### src/rtl/st_pkg.sv
package st_pkg;

    localparam int KEYWORD_CHARS_DEF = 8;
    localparam int POSITION_BITS_DEF = 16;
    localparam int OFFSET_BITS_DEF   = 32;

    localparam int FIFO_DEPTH = 4;

    localparam int KW_COUNT   = 22;
    localparam int KW_MAX_LEN = 8;

    localparam logic [15:0] LEN_MAX = 16'hFFFF;

    typedef struct packed {
        logic       mode;
        logic [7:0] char_byte;
    } char_req_t;

    typedef struct packed {
        logic [5:0]  token_kind;
        logic [15:0] first_line;
        logic [15:0] first_column;
        logic [31:0] start_offset;
        logic [15:0] text_length;
        logic        last;
    } token_t;

    typedef struct packed {
        logic [1:0] count;
        token_t     first;
        token_t     second;
    } st_push_t;

    localparam logic [5:0] K_IDENT       = 6'd0;
    localparam logic [5:0] K_NUMBER      = 6'd23;
    localparam logic [5:0] K_STRING      = 6'd24;
    localparam logic [5:0] K_EQEQ        = 6'd25;
    localparam logic [5:0] K_ASSIGN      = 6'd26;
    localparam logic [5:0] K_PLUS        = 6'd27;
    localparam logic [5:0] K_MINUS       = 6'd28;
    localparam logic [5:0] K_STAR        = 6'd29;
    localparam logic [5:0] K_SLASH       = 6'd30;
    localparam logic [5:0] K_NE          = 6'd31;
    localparam logic [5:0] K_BANG        = 6'd32;
    localparam logic [5:0] K_LE          = 6'd33;
    localparam logic [5:0] K_LT          = 6'd34;
    localparam logic [5:0] K_GE          = 6'd35;
    localparam logic [5:0] K_GT          = 6'd36;
    localparam logic [5:0] K_ANDAND      = 6'd37;
    localparam logic [5:0] K_OROR        = 6'd38;
    localparam logic [5:0] K_LPAREN      = 6'd39;
    localparam logic [5:0] K_RPAREN      = 6'd40;
    localparam logic [5:0] K_LBRACE      = 6'd41;
    localparam logic [5:0] K_RBRACE      = 6'd42;
    localparam logic [5:0] K_SEMI        = 6'd43;
    localparam logic [5:0] K_COMMA       = 6'd44;
    localparam logic [5:0] K_UNKNOWN     = 6'd45;
    localparam logic [5:0] K_END         = 6'd46;
    localparam logic [5:0] K_OPEN_STRING = 6'd47;

    localparam logic [7:0] CH_TAB    = 8'h09;
    localparam logic [7:0] CH_NL     = 8'h0A;
    localparam logic [7:0] CH_CR     = 8'h0D;
    localparam logic [7:0] CH_SPACE  = 8'h20;
    localparam logic [7:0] CH_BANG   = 8'h21;
    localparam logic [7:0] CH_QUOTE  = 8'h22;
    localparam logic [7:0] CH_AMP    = 8'h26;
    localparam logic [7:0] CH_LPAREN = 8'h28;
    localparam logic [7:0] CH_RPAREN = 8'h29;
    localparam logic [7:0] CH_STAR   = 8'h2A;
    localparam logic [7:0] CH_PLUS   = 8'h2B;
    localparam logic [7:0] CH_COMMA  = 8'h2C;
    localparam logic [7:0] CH_MINUS  = 8'h2D;
    localparam logic [7:0] CH_DOT    = 8'h2E;
    localparam logic [7:0] CH_SLASH  = 8'h2F;
    localparam logic [7:0] CH_0      = 8'h30;
    localparam logic [7:0] CH_9      = 8'h39;
    localparam logic [7:0] CH_SEMI   = 8'h3B;
    localparam logic [7:0] CH_LT     = 8'h3C;
    localparam logic [7:0] CH_EQ     = 8'h3D;
    localparam logic [7:0] CH_GT     = 8'h3E;
    localparam logic [7:0] CH_UA     = 8'h41;
    localparam logic [7:0] CH_UZ     = 8'h5A;
    localparam logic [7:0] CH_UNDER  = 8'h5F;
    localparam logic [7:0] CH_LA     = 8'h61;
    localparam logic [7:0] CH_LZ     = 8'h7A;
    localparam logic [7:0] CH_LBRACE = 8'h7B;
    localparam logic [7:0] CH_BAR    = 8'h7C;
    localparam logic [7:0] CH_RBRACE = 8'h7D;

    // Right-justified keyword text; kind is index plus one.
    localparam logic [KW_MAX_LEN*8-1:0] KW_TEXT [KW_COUNT] = '{
        "let", "there", "be", "of", "blessed", "function", "if", "else",
        "for", "while", "sacred", "divine", "pray", "forgive", "int", "float",
        "string", "bool", "true", "false", "return", "print"
    };

    localparam logic [3:0] KW_LEN [KW_COUNT] = '{
        4'd3, 4'd5, 4'd2, 4'd2, 4'd7, 4'd8, 4'd2, 4'd4, 4'd3, 4'd5, 4'd6,
        4'd6, 4'd4, 4'd7, 4'd3, 4'd5, 4'd6, 4'd4, 4'd4, 4'd5, 4'd6, 4'd5
    };

endpackage

### src/rtl/st_lexer.sv
module st_lexer
    import st_pkg::*;
#(
    parameter int KEYWORD_CHARS = KEYWORD_CHARS_DEF,
    parameter int POSITION_BITS = POSITION_BITS_DEF,
    parameter int OFFSET_BITS   = OFFSET_BITS_DEF
)
(
    input  logic      clk,
    input  logic      rst_n,
    input  logic      step_valid,
    input  char_req_t step,
    output st_push_t  push
);

    localparam int IDX_BITS = $clog2(KEYWORD_CHARS);
    localparam logic [POSITION_BITS-1:0] POS_MAX = '1;
    localparam logic [OFFSET_BITS-1:0]   OFF_MAX = '1;
    localparam logic [POSITION_BITS-1:0] POS_ONE = POSITION_BITS'(1);

    typedef enum logic [3:0] {
        OT_IDLE, OT_IDENT, OT_NUMBER, OT_STRING, OT_EQ,
        OT_BANG, OT_LT, OT_GT, OT_AMP, OT_BAR
    } open_t;

    open_t                    open_reg, open_next;
    logic                     overlong_reg, overlong_next;
    logic [15:0]              count_reg, count_next;
    logic [POSITION_BITS-1:0] tok_line_reg, tok_line_next;
    logic [POSITION_BITS-1:0] tok_col_reg, tok_col_next;
    logic [OFFSET_BITS-1:0]   tok_off_reg, tok_off_next;
    logic [POSITION_BITS-1:0] cur_line_reg, cur_line_next;
    logic [POSITION_BITS-1:0] cur_col_reg, cur_col_next;
    logic [OFFSET_BITS-1:0]   cur_off_reg, cur_off_next;
    logic [7:0]               word_reg [KEYWORD_CHARS];

    logic                store_we;
    logic [IDX_BITS-1:0] store_idx;

    logic [7:0]  c;
    logic        is_space, is_digit, is_alpha, ident_cont;
    logic [15:0] count_inc;
    logic [5:0]  kw_kind;
    logic        flush_valid;
    logic [5:0]  flush_kind;
    logic [15:0] flush_len;
    logic        consumed;
    logic        r0_valid, r1_valid;
    logic [5:0]  r0_kind, r1_kind;
    logic [15:0] r0_len, r1_len;
    token_t      r0, r1;

    assign c          = step.char_byte;
    assign is_space   = (c == CH_SPACE) || (c >= CH_TAB && c <= CH_CR);
    assign is_digit   = (c >= CH_0) && (c <= CH_9);
    assign is_alpha   = (c >= CH_LA && c <= CH_LZ) || (c >= CH_UA && c <= CH_UZ);
    assign ident_cont = is_alpha || is_digit || (c == CH_UNDER);
    assign count_inc  = (count_reg != LEN_MAX) ? count_reg + 16'd1 : count_reg;

    always_comb
    begin
        logic [KW_MAX_LEN*8-1:0] kw;
        logic                    hit;
        kw_kind = K_IDENT;
        for (int i = KW_COUNT - 1; i >= 0; i--)
        begin
            kw  = KW_TEXT[i] << (8 * (KW_MAX_LEN - int'(KW_LEN[i])));
            hit = (count_reg == 16'(KW_LEN[i])) && !overlong_reg;
            for (int j = 0; j < KW_MAX_LEN; j++)
            begin
                if (j < int'(KW_LEN[i]) && word_reg[j] != kw[KW_MAX_LEN*8-1-8*j -: 8])
                begin
                    hit = 1'b0;
                end
            end
            if (hit)
            begin
                kw_kind = 6'(i + 1);
            end
        end
    end

    always_comb
    begin
        flush_valid = 1'b1;
        flush_kind  = K_UNKNOWN;
        flush_len   = 16'd1;
        case (open_reg)
            OT_IDENT:
            begin
                flush_kind = kw_kind;
                flush_len  = count_reg;
            end
            OT_NUMBER:
            begin
                flush_kind = K_NUMBER;
                flush_len  = count_reg;
            end
            OT_EQ:   flush_kind = K_ASSIGN;
            OT_BANG: flush_kind = K_BANG;
            OT_LT:   flush_kind = K_LT;
            OT_GT:   flush_kind = K_GT;
            OT_AMP:  flush_kind = K_UNKNOWN;
            OT_BAR:  flush_kind = K_UNKNOWN;
            default: flush_valid = 1'b0;
        endcase
    end

    always_comb
    begin
        open_next     = open_reg;
        overlong_next = overlong_reg;
        count_next    = count_reg;
        tok_line_next = tok_line_reg;
        tok_col_next  = tok_col_reg;
        tok_off_next  = tok_off_reg;
        cur_line_next = cur_line_reg;
        cur_col_next  = cur_col_reg;
        cur_off_next  = cur_off_reg;
        store_we      = 1'b0;
        store_idx     = count_reg[IDX_BITS-1:0];
        consumed      = 1'b0;
        r0_valid      = 1'b0;
        r0_kind       = K_IDENT;
        r0_len        = 16'd0;
        r1_valid      = 1'b0;
        r1_kind       = K_UNKNOWN;
        r1_len        = 16'd1;

        if (step.mode)
        begin
            if (open_reg == OT_STRING)
            begin
                r0_valid = 1'b1;
                r0_kind  = K_OPEN_STRING;
                r0_len   = count_reg;
            end
            else
            begin
                r0_valid = flush_valid;
                r0_kind  = flush_kind;
                r0_len   = flush_len;
                r1_valid = 1'b1;
                r1_kind  = K_END;
                r1_len   = 16'd0;
            end
            open_next     = OT_IDLE;
            overlong_next = 1'b0;
            count_next    = 16'd0;
            tok_line_next = POS_ONE;
            tok_col_next  = POS_ONE;
            tok_off_next  = '0;
            cur_line_next = POS_ONE;
            cur_col_next  = POS_ONE;
            cur_off_next  = '0;
        end
        else
        begin
            case (open_reg)
                OT_IDENT:
                begin
                    if (ident_cont)
                    begin
                        consumed = 1'b1;
                        if (count_reg < 16'(KEYWORD_CHARS))
                        begin
                            store_we = 1'b1;
                        end
                        else
                        begin
                            overlong_next = 1'b1;
                        end
                        count_next = count_inc;
                    end
                end
                OT_NUMBER:
                begin
                    if (is_digit || c == CH_DOT)
                    begin
                        consumed   = 1'b1;
                        count_next = count_inc;
                    end
                end
                OT_STRING:
                begin
                    consumed = 1'b1;
                    if (c == CH_QUOTE)
                    begin
                        r0_valid  = 1'b1;
                        r0_kind   = K_STRING;
                        r0_len    = count_reg;
                        open_next = OT_IDLE;
                    end
                    else
                    begin
                        count_next = count_inc;
                    end
                end
                OT_EQ, OT_BANG, OT_LT, OT_GT:
                begin
                    if (c == CH_EQ)
                    begin
                        consumed  = 1'b1;
                        r0_valid  = 1'b1;
                        r0_len    = 16'd2;
                        open_next = OT_IDLE;
                        case (open_reg)
                            OT_EQ:   r0_kind = K_EQEQ;
                            OT_BANG: r0_kind = K_NE;
                            OT_LT:   r0_kind = K_LE;
                            default: r0_kind = K_GE;
                        endcase
                    end
                end
                OT_AMP:
                begin
                    if (c == CH_AMP)
                    begin
                        consumed  = 1'b1;
                        r0_valid  = 1'b1;
                        r0_kind   = K_ANDAND;
                        r0_len    = 16'd2;
                        open_next = OT_IDLE;
                    end
                end
                OT_BAR:
                begin
                    if (c == CH_BAR)
                    begin
                        consumed  = 1'b1;
                        r0_valid  = 1'b1;
                        r0_kind   = K_OROR;
                        r0_len    = 16'd2;
                        open_next = OT_IDLE;
                    end
                end
                default:
                begin
                    consumed = 1'b0;
                end
            endcase

            if (!consumed)
            begin
                r0_valid  = flush_valid;
                r0_kind   = flush_kind;
                r0_len    = flush_len;
                open_next = OT_IDLE;
                if (!is_space)
                begin
                    tok_line_next = cur_line_reg;
                    tok_col_next  = cur_col_reg;
                    tok_off_next  = cur_off_reg;
                    count_next    = 16'd0;
                    overlong_next = 1'b0;
                    if (is_alpha || c == CH_UNDER)
                    begin
                        open_next  = OT_IDENT;
                        store_we   = 1'b1;
                        store_idx  = '0;
                        count_next = 16'd1;
                    end
                    else if (is_digit)
                    begin
                        open_next  = OT_NUMBER;
                        count_next = 16'd1;
                    end
                    else
                    begin
                        case (c)
                            CH_QUOTE:  open_next = OT_STRING;
                            CH_EQ:     open_next = OT_EQ;
                            CH_BANG:   open_next = OT_BANG;
                            CH_LT:     open_next = OT_LT;
                            CH_GT:     open_next = OT_GT;
                            CH_AMP:    open_next = OT_AMP;
                            CH_BAR:    open_next = OT_BAR;
                            CH_PLUS:   r1_kind = K_PLUS;
                            CH_MINUS:  r1_kind = K_MINUS;
                            CH_STAR:   r1_kind = K_STAR;
                            CH_SLASH:  r1_kind = K_SLASH;
                            CH_LPAREN: r1_kind = K_LPAREN;
                            CH_RPAREN: r1_kind = K_RPAREN;
                            CH_LBRACE: r1_kind = K_LBRACE;
                            CH_RBRACE: r1_kind = K_RBRACE;
                            CH_SEMI:   r1_kind = K_SEMI;
                            CH_COMMA:  r1_kind = K_COMMA;
                            default:   r1_kind = K_UNKNOWN;
                        endcase
                        r1_valid = (open_next == OT_IDLE);
                    end
                end
            end

            if (c == CH_NL)
            begin
                if (cur_line_reg != POS_MAX)
                begin
                    cur_line_next = cur_line_reg + POS_ONE;
                end
                cur_col_next = POS_ONE;
            end
            else if (cur_col_reg != POS_MAX)
            begin
                cur_col_next = cur_col_reg + POS_ONE;
            end
            if (cur_off_reg != OFF_MAX)
            begin
                cur_off_next = cur_off_reg + OFFSET_BITS'(1);
            end
        end
    end

    always_comb
    begin
        r0.token_kind   = r0_kind;
        r0.first_line   = 16'(tok_line_reg);
        r0.first_column = 16'(tok_col_reg);
        r0.start_offset = 32'(tok_off_reg);
        r0.text_length  = r0_len;
        r0.last         = !r1_valid;
        r1.token_kind   = r1_kind;
        r1.first_line   = 16'(cur_line_reg);
        r1.first_column = 16'(cur_col_reg);
        r1.start_offset = 32'(cur_off_reg);
        r1.text_length  = r1_len;
        r1.last         = 1'b1;
        push.count      = step_valid ? {r0_valid && r1_valid, r0_valid ^ r1_valid} : 2'd0;
        push.first      = r0_valid ? r0 : r1;
        push.second     = r1;
    end

    always_ff @(posedge clk or negedge rst_n)
    begin
        if (!rst_n)
        begin
            open_reg     <= OT_IDLE;
            overlong_reg <= 1'b0;
            count_reg    <= 16'd0;
            tok_line_reg <= POS_ONE;
            tok_col_reg  <= POS_ONE;
            tok_off_reg  <= '0;
            cur_line_reg <= POS_ONE;
            cur_col_reg  <= POS_ONE;
            cur_off_reg  <= '0;
        end
        else if (step_valid)
        begin
            open_reg     <= open_next;
            overlong_reg <= overlong_next;
            count_reg    <= count_next;
            tok_line_reg <= tok_line_next;
            tok_col_reg  <= tok_col_next;
            tok_off_reg  <= tok_off_next;
            cur_line_reg <= cur_line_next;
            cur_col_reg  <= cur_col_next;
            cur_off_reg  <= cur_off_next;
        end
    end

    always_ff @(posedge clk)
    begin
        if (step_valid && !step.mode && store_we)
        begin
            word_reg[store_idx] <= c;
        end
    end

endmodule

### src/rtl/st_token_fifo.sv
module st_token_fifo
    import st_pkg::*;
(
    input  logic     clk,
    input  logic     rst_n,
    input  st_push_t push,
    output logic     space_ok,
    output logic     token_valid,
    input  logic     token_ready,
    output token_t   token
);

    localparam int PTR_BITS = $clog2(FIFO_DEPTH);
    localparam int CNT_BITS = $clog2(FIFO_DEPTH + 1);

    token_t              mem_reg [FIFO_DEPTH];
    logic [PTR_BITS-1:0] wr_ptr_reg, wr_ptr_next;
    logic [PTR_BITS-1:0] rd_ptr_reg, rd_ptr_next;
    logic [CNT_BITS-1:0] count_reg, count_next;
    logic                pop;

    assign token_valid = (count_reg != '0);
    assign token       = mem_reg[rd_ptr_reg];
    assign pop         = token_valid && token_ready;
    assign space_ok    = (count_reg <= CNT_BITS'(FIFO_DEPTH - 2));

    assign wr_ptr_next = wr_ptr_reg + PTR_BITS'(push.count);
    assign rd_ptr_next = rd_ptr_reg + PTR_BITS'(pop);
    assign count_next  = count_reg + CNT_BITS'(push.count) - CNT_BITS'(pop);

    always_ff @(posedge clk or negedge rst_n)
    begin
        if (!rst_n)
        begin
            wr_ptr_reg <= '0;
            rd_ptr_reg <= '0;
            count_reg  <= '0;
        end
        else
        begin
            wr_ptr_reg <= wr_ptr_next;
            rd_ptr_reg <= rd_ptr_next;
            count_reg  <= count_next;
        end
    end

    always_ff @(posedge clk)
    begin
        if (push.count != 2'd0)
        begin
            mem_reg[wr_ptr_reg] <= push.first;
        end
        if (push.count == 2'd2)
        begin
            mem_reg[wr_ptr_reg + PTR_BITS'(1)] <= push.second;
        end
    end

endmodule

### src/rtl/source_tokenizer.sv
// Streaming tokenizer: one source byte per request on the char channel,
// tokens with start line, column, offset and text length on the token channel.
// A request with mode set marks end of input: any open token is flushed,
// then an end token (or an open-string token) closes the source, and all
// position state returns to line 1, column 1, offset 0 for the next source.
// A request yields zero, one or two tokens; last marks the final one.
// A token is presented on the token channel once the request completing it
// has passed the input register and then the token queue; a request waits in
// the input register while the queue lacks room for two entries.
// Throughput: one request per cycle while the token queue has room for two
// entries; a request that yields two tokens needs two queue reads, so the
// sustained rate is set by the one-token-per-cycle queue read.
// When the receiver stalls, the queue fills and char_ready drops once fewer
// than two free entries remain; no token is lost or repeated.
// Reset clears the position counters, the open token and the queue.
module source_tokenizer
    import st_pkg::*;
#(
    parameter int KEYWORD_CHARS = KEYWORD_CHARS_DEF,
    parameter int POSITION_BITS = POSITION_BITS_DEF,
    parameter int OFFSET_BITS   = OFFSET_BITS_DEF
)
(
    input  logic      clk,
    input  logic      rst_n,
    input  logic      char_valid,
    output logic      char_ready,
    input  char_req_t char_req,
    output logic      token_valid,
    input  logic      token_ready,
    output token_t    token
);

    logic      req_valid_reg;
    char_req_t req_reg;
    logic      space_ok;
    logic      advance;
    st_push_t  push;

    assign advance    = req_valid_reg && space_ok;
    assign char_ready = !req_valid_reg || advance;

    always_ff @(posedge clk or negedge rst_n)
    begin
        if (!rst_n)
        begin
            req_valid_reg <= 1'b0;
        end
        else if (char_ready)
        begin
            req_valid_reg <= char_valid;
        end
    end

    always_ff @(posedge clk)
    begin
        if (char_ready && char_valid)
        begin
            req_reg <= char_req;
        end
    end

    st_lexer #(
        .KEYWORD_CHARS (KEYWORD_CHARS),
        .POSITION_BITS (POSITION_BITS),
        .OFFSET_BITS   (OFFSET_BITS)
    ) u_lexer (
        .clk        (clk),
        .rst_n      (rst_n),
        .step_valid (advance),
        .step       (req_reg),
        .push       (push)
    );

    st_token_fifo u_fifo (
        .clk         (clk),
        .rst_n       (rst_n),
        .push        (push),
        .space_ok    (space_ok),
        .token_valid (token_valid),
        .token_ready (token_ready),
        .token       (token)
    );

endmodule

### config.mk
export PLATFORM = sky130hd
export DESIGN_NAME = source_tokenizer
export DESIGN_NICKNAME = d
export VERILOG_FILES = /design/src/rtl/st_pkg.sv /design/src/rtl/st_lexer.sv /design/src/rtl/st_token_fifo.sv /design/src/rtl/source_tokenizer.sv
export SDC_FILE = /design/constraint.sdc
export NUM_CORES = 1
export LEC_CHECK = 0
export BUFFER_PORTS_ARGS = -buffer_cell sky130_fd_sc_hd__buf_2
export CORE_AREA = 4 4 292 294
export DETAILED_ROUTE_END_ITERATION = 6
export DIE_AREA = 0 0 296 298
export GPL_TIMING_DRIVEN = 0
export PLACE_DENSITY = 0.62
export SLEW_MARGIN = 20
export SYNTH_ARGS = -nofsm -noshare
export SYNTH_HDL_FRONTEND = slang
export SYNTH_SLANG_ARGS = --single-unit
### constraint.sdc
create_clock -name clk -period 5.49 [get_ports clk]
set_clock_uncertainty 0.05 [all_clocks]
set_input_delay 1.098 -clock clk [delete_from_list [all_inputs] [get_ports clk]]
set_output_delay 1.098 -clock clk [all_outputs]
set_load 0.005 [all_outputs]
Word level (Yosys, flattened, before mapping)
Memory sizes are Yosys's and may differ from the RTL's.
Index checks and enable logic that the tools add are counted.
{ "classes": {"addsub": 9, "n_mul": 0, "div_mod_pow": 0, "magnitude_cmp": 10, "eq_ne": 111, "shifts": 0, "muxes": 237, "bitwise_logic": 1, "n_reduce_logical": 43} }
{ "ops": {"columns": ["op", "count"], "rows": [
  ["$ne A8 B7 Y1 const B", 62],
  ["$mux W16", 26],
  ["$mux W6", 32],
  ["$mux W32", 5],
  ["$mux W1", 138],
  ["$eq A8 B6 Y1 const B", 16],
  ["$mux W87", 1],
  ["$eq A16 B3 Y1 const B", 4],
  ["$pmux W16 S4", 1],
  ["$pmux W6 S10", 1],
  ["$mux W4", 14],
  ["$add A16 B1 Y16 const B", 3],
  ["$ne A16 B16 Y1 const B", 3],
  ["$pmux W16 S3", 1],
  ["$pmux W6 S6", 1],
  ["$add A32 B1 Y32 const B", 1],
  ["$eq A16 B2 Y1 const B", 2],
  ["$eq A8 B7 Y1 const B", 4],
  ["$ne A32 B32 Y1 const B", 1],
  ["$pmux W4 S7", 1],
  ["$pmux W6 S4", 1],
  ["$pmux W6 S3", 1],
  ["$logic_and A1 B1 Y1", 17],
  ["$eq A16 B4 Y1 const B", 1],
  ["other kinds (41)", 74]
]} }
{ "word_totals": {"ff_bits": 166, "latchBits": 0, "ramBits": 412, "rom_bits": 0, "in_bits": 13, "output_inout_bits": 89, "word_cells": 428, "mem_count": 2} }
{ "memory_table": {"columns": ["memory", "words", "width", "rd", "rd_ports_with_merged_regs", "write_ports", "line", "text"], "rows": [
  ["u_fifo.mem_reg", 4, 87, 1, 0, 2, "st_token_fifo.sv:16", "token_t mem_reg [FIFO_DEPTH];"],
  ["u_lexer.word_reg", 8, 8, 8, 0, 1, "st_lexer.sv:35", "logic [7:0] word_reg [KEYWORD_CHARS];"]
]} }

Depth between registers and ports, before layout
{ "depth": {"depth_word": 33, "depth_mapped": 20, "depth_no_buf": 15} }

Cells and area by module
A second synthesis with hierarchy kept.
{ "unflattened": {"cells_unflattened": 2126, "hier_area_um2": 29657.2} }
{ "by_module_without_submodules": {"columns": ["mod", "n_inst", "cells_each", "area_each_um2", "seq_area_each_um2"], "rows": [
  ["st_token_fifo", 1, 884, 17136.4, 10625.2],
  ["st_lexer", 1, 1228, 12190.4, 5655.4],
  ["source_tokenizer", 1, 14, 330.3, 295.3]
]} }

Worst setup path after synthesis
No wires, ideal clock.
{ "synth_timing": {"kind": "reg2reg", "start": "reg req_reg[2] in the netlist's numbering", "end": "mem u_fifo.mem_reg[1][17] in the netlist's numbering, enable pin", "setup_time_ns": 0.425, "arrival_ns": 4.813, "t_required_ns": 5.015, "path_slack_ns": 0.202, "path_stages_with_launch": 14, "n_path_buf": 4, "synth_period_minus_slack_ns": 5.288, "path_cell_list": "edfxtp_1 buf_2 buf_2 nor2_1 nor4_1 a211oi_1 nand4_1 o41ai_1 ha_1 clkbuf_1 nor4_1 nor2_1 clkbuf_1 inv_1"} }
{ "synth_lines": {"columns": ["item", "line", "text"], "rows": [
  ["from (decl)", "source_tokenizer.sv:35", "char_req_t req_reg;"],
  ["from (signal assigned)", "source_tokenizer.sv:59", "req_reg <= char_req;"],
  ["to (decl)", "st_token_fifo.sv:16", null]
]} }

==> impl_metrics.py <==
metrics = {
    "drt": {
        "dr.pass1.iters": 5,
        "via_per_inst": 5.909,
        "detail-route-antenna-nets": 0,
        "drt-total-wl_um": 91640,
        "wire_per_inst_um": 24.98,
        "drt_iter0_markers": 2048,
        "vias": 21675,
        "drc_errors": 0,
    },
    "finish": {
        "stdcell_area_um2": 33310,
        "largest_reg_flops": 348,
        "areaGrowthSynthToFinish_pct": 16.31,
        "drive_gt1_frac": 0.1793,
        "num-fill-cells": 7743,
        "finalCoreUtilization": 0.4018,
        "nets": 2560,
        "antenna_cells": 0,
    },
    "grt": {
        "grt_antenna_before_repair": 1,
        "grt.total_usage": 0.2031,
        "grt_pass1_wl_um": 137500,
        "grt-ovfl-total": 0,
        "grt_max_degree": 72,
        "grt_pass1_vias": 21818,
    },
    "yosys": {
        "yosys-top-cells-area": "edfxtp_1 37%, dfrtp_1 13%, a22o_1 9.4%",
        "ys_ff_latch": 578,
        "synth.distinct_cells": 94,
        "seq_area_frac_synth": 0.5565,
        "syn_inst": 2337,
        "synth_top_cell_by_area": "edfxtp_1",
        "ys_warn_count": 0,
        "synthArstFlopShare": 0.2716,
        "synth_flop_cell": "edfxtp_1",
        "synth_area_um2": 28630,
        "synth_edf_count": 357,
        "syn_area_per_cell_um2": 12.25,
        "netlist.area_leader.share": 0.3744,
        "syn-num-nets": 2364,
    },
    "setup_path": {
        "crit_arrival_ns": 5.65,
        "cp.required_ns": 5.89,
        "endpoint_kind": "flop",
        "crit_family": "compound AO/OA/AOI/OAI gates",
        "crit_slowest_cell": "edfxtp_1",
        "crit_start": "req_reg[2]$_DFFE_PP_",
        "r2r-start": "req_reg[2]$_DFFE_PP_",
        "critPathMaxFanout": 10,
        "critPathBufInv": 5,
        "cp_cell_sequence": "buf_2, nor3_1, nand2_1, a31oi_4, o211a_1, buf_6, nand4_1, o41ai_2, ha_1, o21ai_2, or2_2, clkbuf_1, a21oi_2, buf_4, clkbuf_2, nand2_1, o21ai_0",
        "cpPeakStageDelay_ns": 0.55,
        "crit_type": "flop to flop",
        "cp_common_cell": "nand2_1",
        "cp-start-kind": "flop",
    },
    "place": {
        "placed_cell_area_um2": 30740,
        "place_ws_ns": -0.6576,
        "place.gp.congestion": 0.9473,
        "hpwl_um": 63300,
        "io_buffers": 101,
    },
    "cts": {
        "cts_buffers": 67,
        "cts.path.max_buffers": 3,
        "cts_max_level": 3,
        "tritoncts": "yes",
        "clk_pin_slew_ns": 0.06,
        "clock_latency_ns": 0.62,
        "cts-root-buf": "clkbuf_16",
        "clock_sinks": 578,
    },
    "floorplan": {
        "pin_count": 102,
        "die_area_um2": 88210,
        "initial_core_util": 0.3454,
        "floorplan.core_area_um2": 82890,
        "rows": 106,
        "chipWidth_um": 296,
        "die_height_um": 298,
    },
    "sta": {
        "hold_slack_ns": 0.3422,
        "layout_min_cycle_time_ns": 5.255,
        "fin_ws_ns": 0.2352,
        "min_period_over_period": 0.9572,
        "fmaxAchievable_mhz": 190.3,
        "setup_violations": 0,
        "rsz0062_at_grt": "false",
        "slew_viol_final": 0,
        "hold_viol": 0,
        "relSlewSlack": 0.2440,
        "worstMarginPinSlew_ns": 1.130,
    },
    "worst_hold_path": {
        "holdCritPathClass": "primary input to asynchronous set/reset pin",
    },
    "power_and_ir_drop": {
        "p_int_uw": 9699,
        "power.share.switching": 0.3514,
        "p_per_area_nw_per_um2": 449.0,
        "switchingPower_uw": 5254,
        "p_comb_frac": 0.318,
        "seqPwrFrac": 0.370,
        "power_frac_clock": 0.312,
        "cellLeakagePower_uw": 0.01183,
        "p_total_uw": 14950,
        "irDropWorstVdd_v": 0.0002791,
    },
    "job": {
        "timing.max_cap.violations": 0,
    },
    "run_status": {
        "status": "finished, final reports clean",
    },
}
## logic make-up after synthesis
kind of cell    share of synthesized area
simple gates                       0.1421
compound gates                     0.1649
flops                              0.5565
buf+inv                           0.04190
mux                               0.07114
xor+xnor                          0.01713
fa+ha+maj                        0.006380
## synth_stat cells, types with 16 or more instances
cell      number
buf_6         28
inv_1         30
nor2_1       124
or3_1         16
nor3_1        41
xor2_1        42
a22o_1       306
nor4bb_1      23
nand3_1       61
a21oi_1       55
edfxtp_1     357
buf_1         18
nand2_1      197
o21ai_0      112
dfxtp_1       64
nor2b_1       22
nor4_1        34
buf_2         19
nand4_1       71
and3_1        16
dfrtp_1      153
nor4b_1       16
clkbuf_1     149
mux4_2        87
## repair_timing
action,CTS,global route
endpoints found under the hold margin,0,0
buffers inserted,14,3
resized for setup,23,15
setup endpoints to repair,534,570
hold buffers,0,0
cloned,0,0
## cell type report
cell class	count	area, um2	area share
flip-flops and latches	578	15940	0.4785
clock buffers	89	1861	0.05586
well taps	1080	1351	0.04057
repair buffers	128	870.8	0.02615
inverters	30	137.6	0.004132
clock inverters	35	442.9	0.01330
plain buffers	220	1107	0.03325
multi-input cells	1508	11600	0.3483
## power groups by stage
stage	clock (uW)	sequential, uW	combinational (uW)
floorplan	0	5570	2710
global placement	0	5690	4490
detailed placement	0	5660	4620
CTS	4740	5530	4760
global route	4920	5580	5070
finish	4660	5530	4760
## worst paths after layout
check	to	cells past startpoint	slack, ns
worst max-delay path	u_fifo.mem_reg[3][41]$_DFFE_PP_	17	0.24
worst min-delay path	u_lexer.tok_line_reg[4]$_DFFE_PN0P_	1	0.34
worst max register to register	u_fifo.mem_reg[3][41]$_DFFE_PP_	17	0.24
worst min register to register	u_fifo.mem_reg[2][4]$_SDFFE_PP0P_	2	0.40
max in group asynchronous	u_lexer.tok_off_reg[1]$_DFFE_PN0P_	3	4.04
min in group clk	u_fifo.mem_reg[2][4]$_SDFFE_PP0P_	2	0.40
## per-stage QoR
step	setup TNS, ns	std cells
6_report	0	3668
5_1_grt	0	3668
4_1_cts	-2.262	3666
3_5_place_dp	-199.07	3528
3_3_place_gp	-971.02	3518
2_1_floorplan	0	2337
## worst register-to-register path: stages, from the launching register on
cell and delay [ns]:
edfxtp_1 0.55, buf_2 0.25, nor3_1 0.27, nand2_1 0.16, a31oi_4 0.34, o211a_1 0.25
buf_6 0.18, nand4_1 0.15, o41ai_2 0.51, ha_1 0.41, o21ai_2 0.17, or2_2 0.32
clkbuf_1 0.22, a21oi_2 0.39, buf_4 0.31, clkbuf_2 0.35, nand2_1 0.11, o21ai_0 0.09
## layer usage
| metal | global-route usage | wire [um] |
|---|---|---|
| met5 | 0 | 0 |
| met4 | 0.06798 | 2937 |
| met3 | 0.03116 | 5433 |
| met2 | 0.3438 | 45040 |
| met1 | 0.2669 | 38230 |
## layout by cell type (no fill, tap or decap), types with 71 or more instances in the layout
cell | Yosys | routed
nand4_1 | 71 | 71
o21ai_0 | 112 | 112
edfxtp_1 | 357 | 357
nand2_1 | 197 | 197
mux4_2 | 87 | 87
dfrtp_1 | 153 | 153
nor2_1 | 124 | 121
buf_2 | 19 | 122
clkbuf_1 | 149 | 144
a22o_1 | 306 | 306
Power figures use the tool's default switching activity.
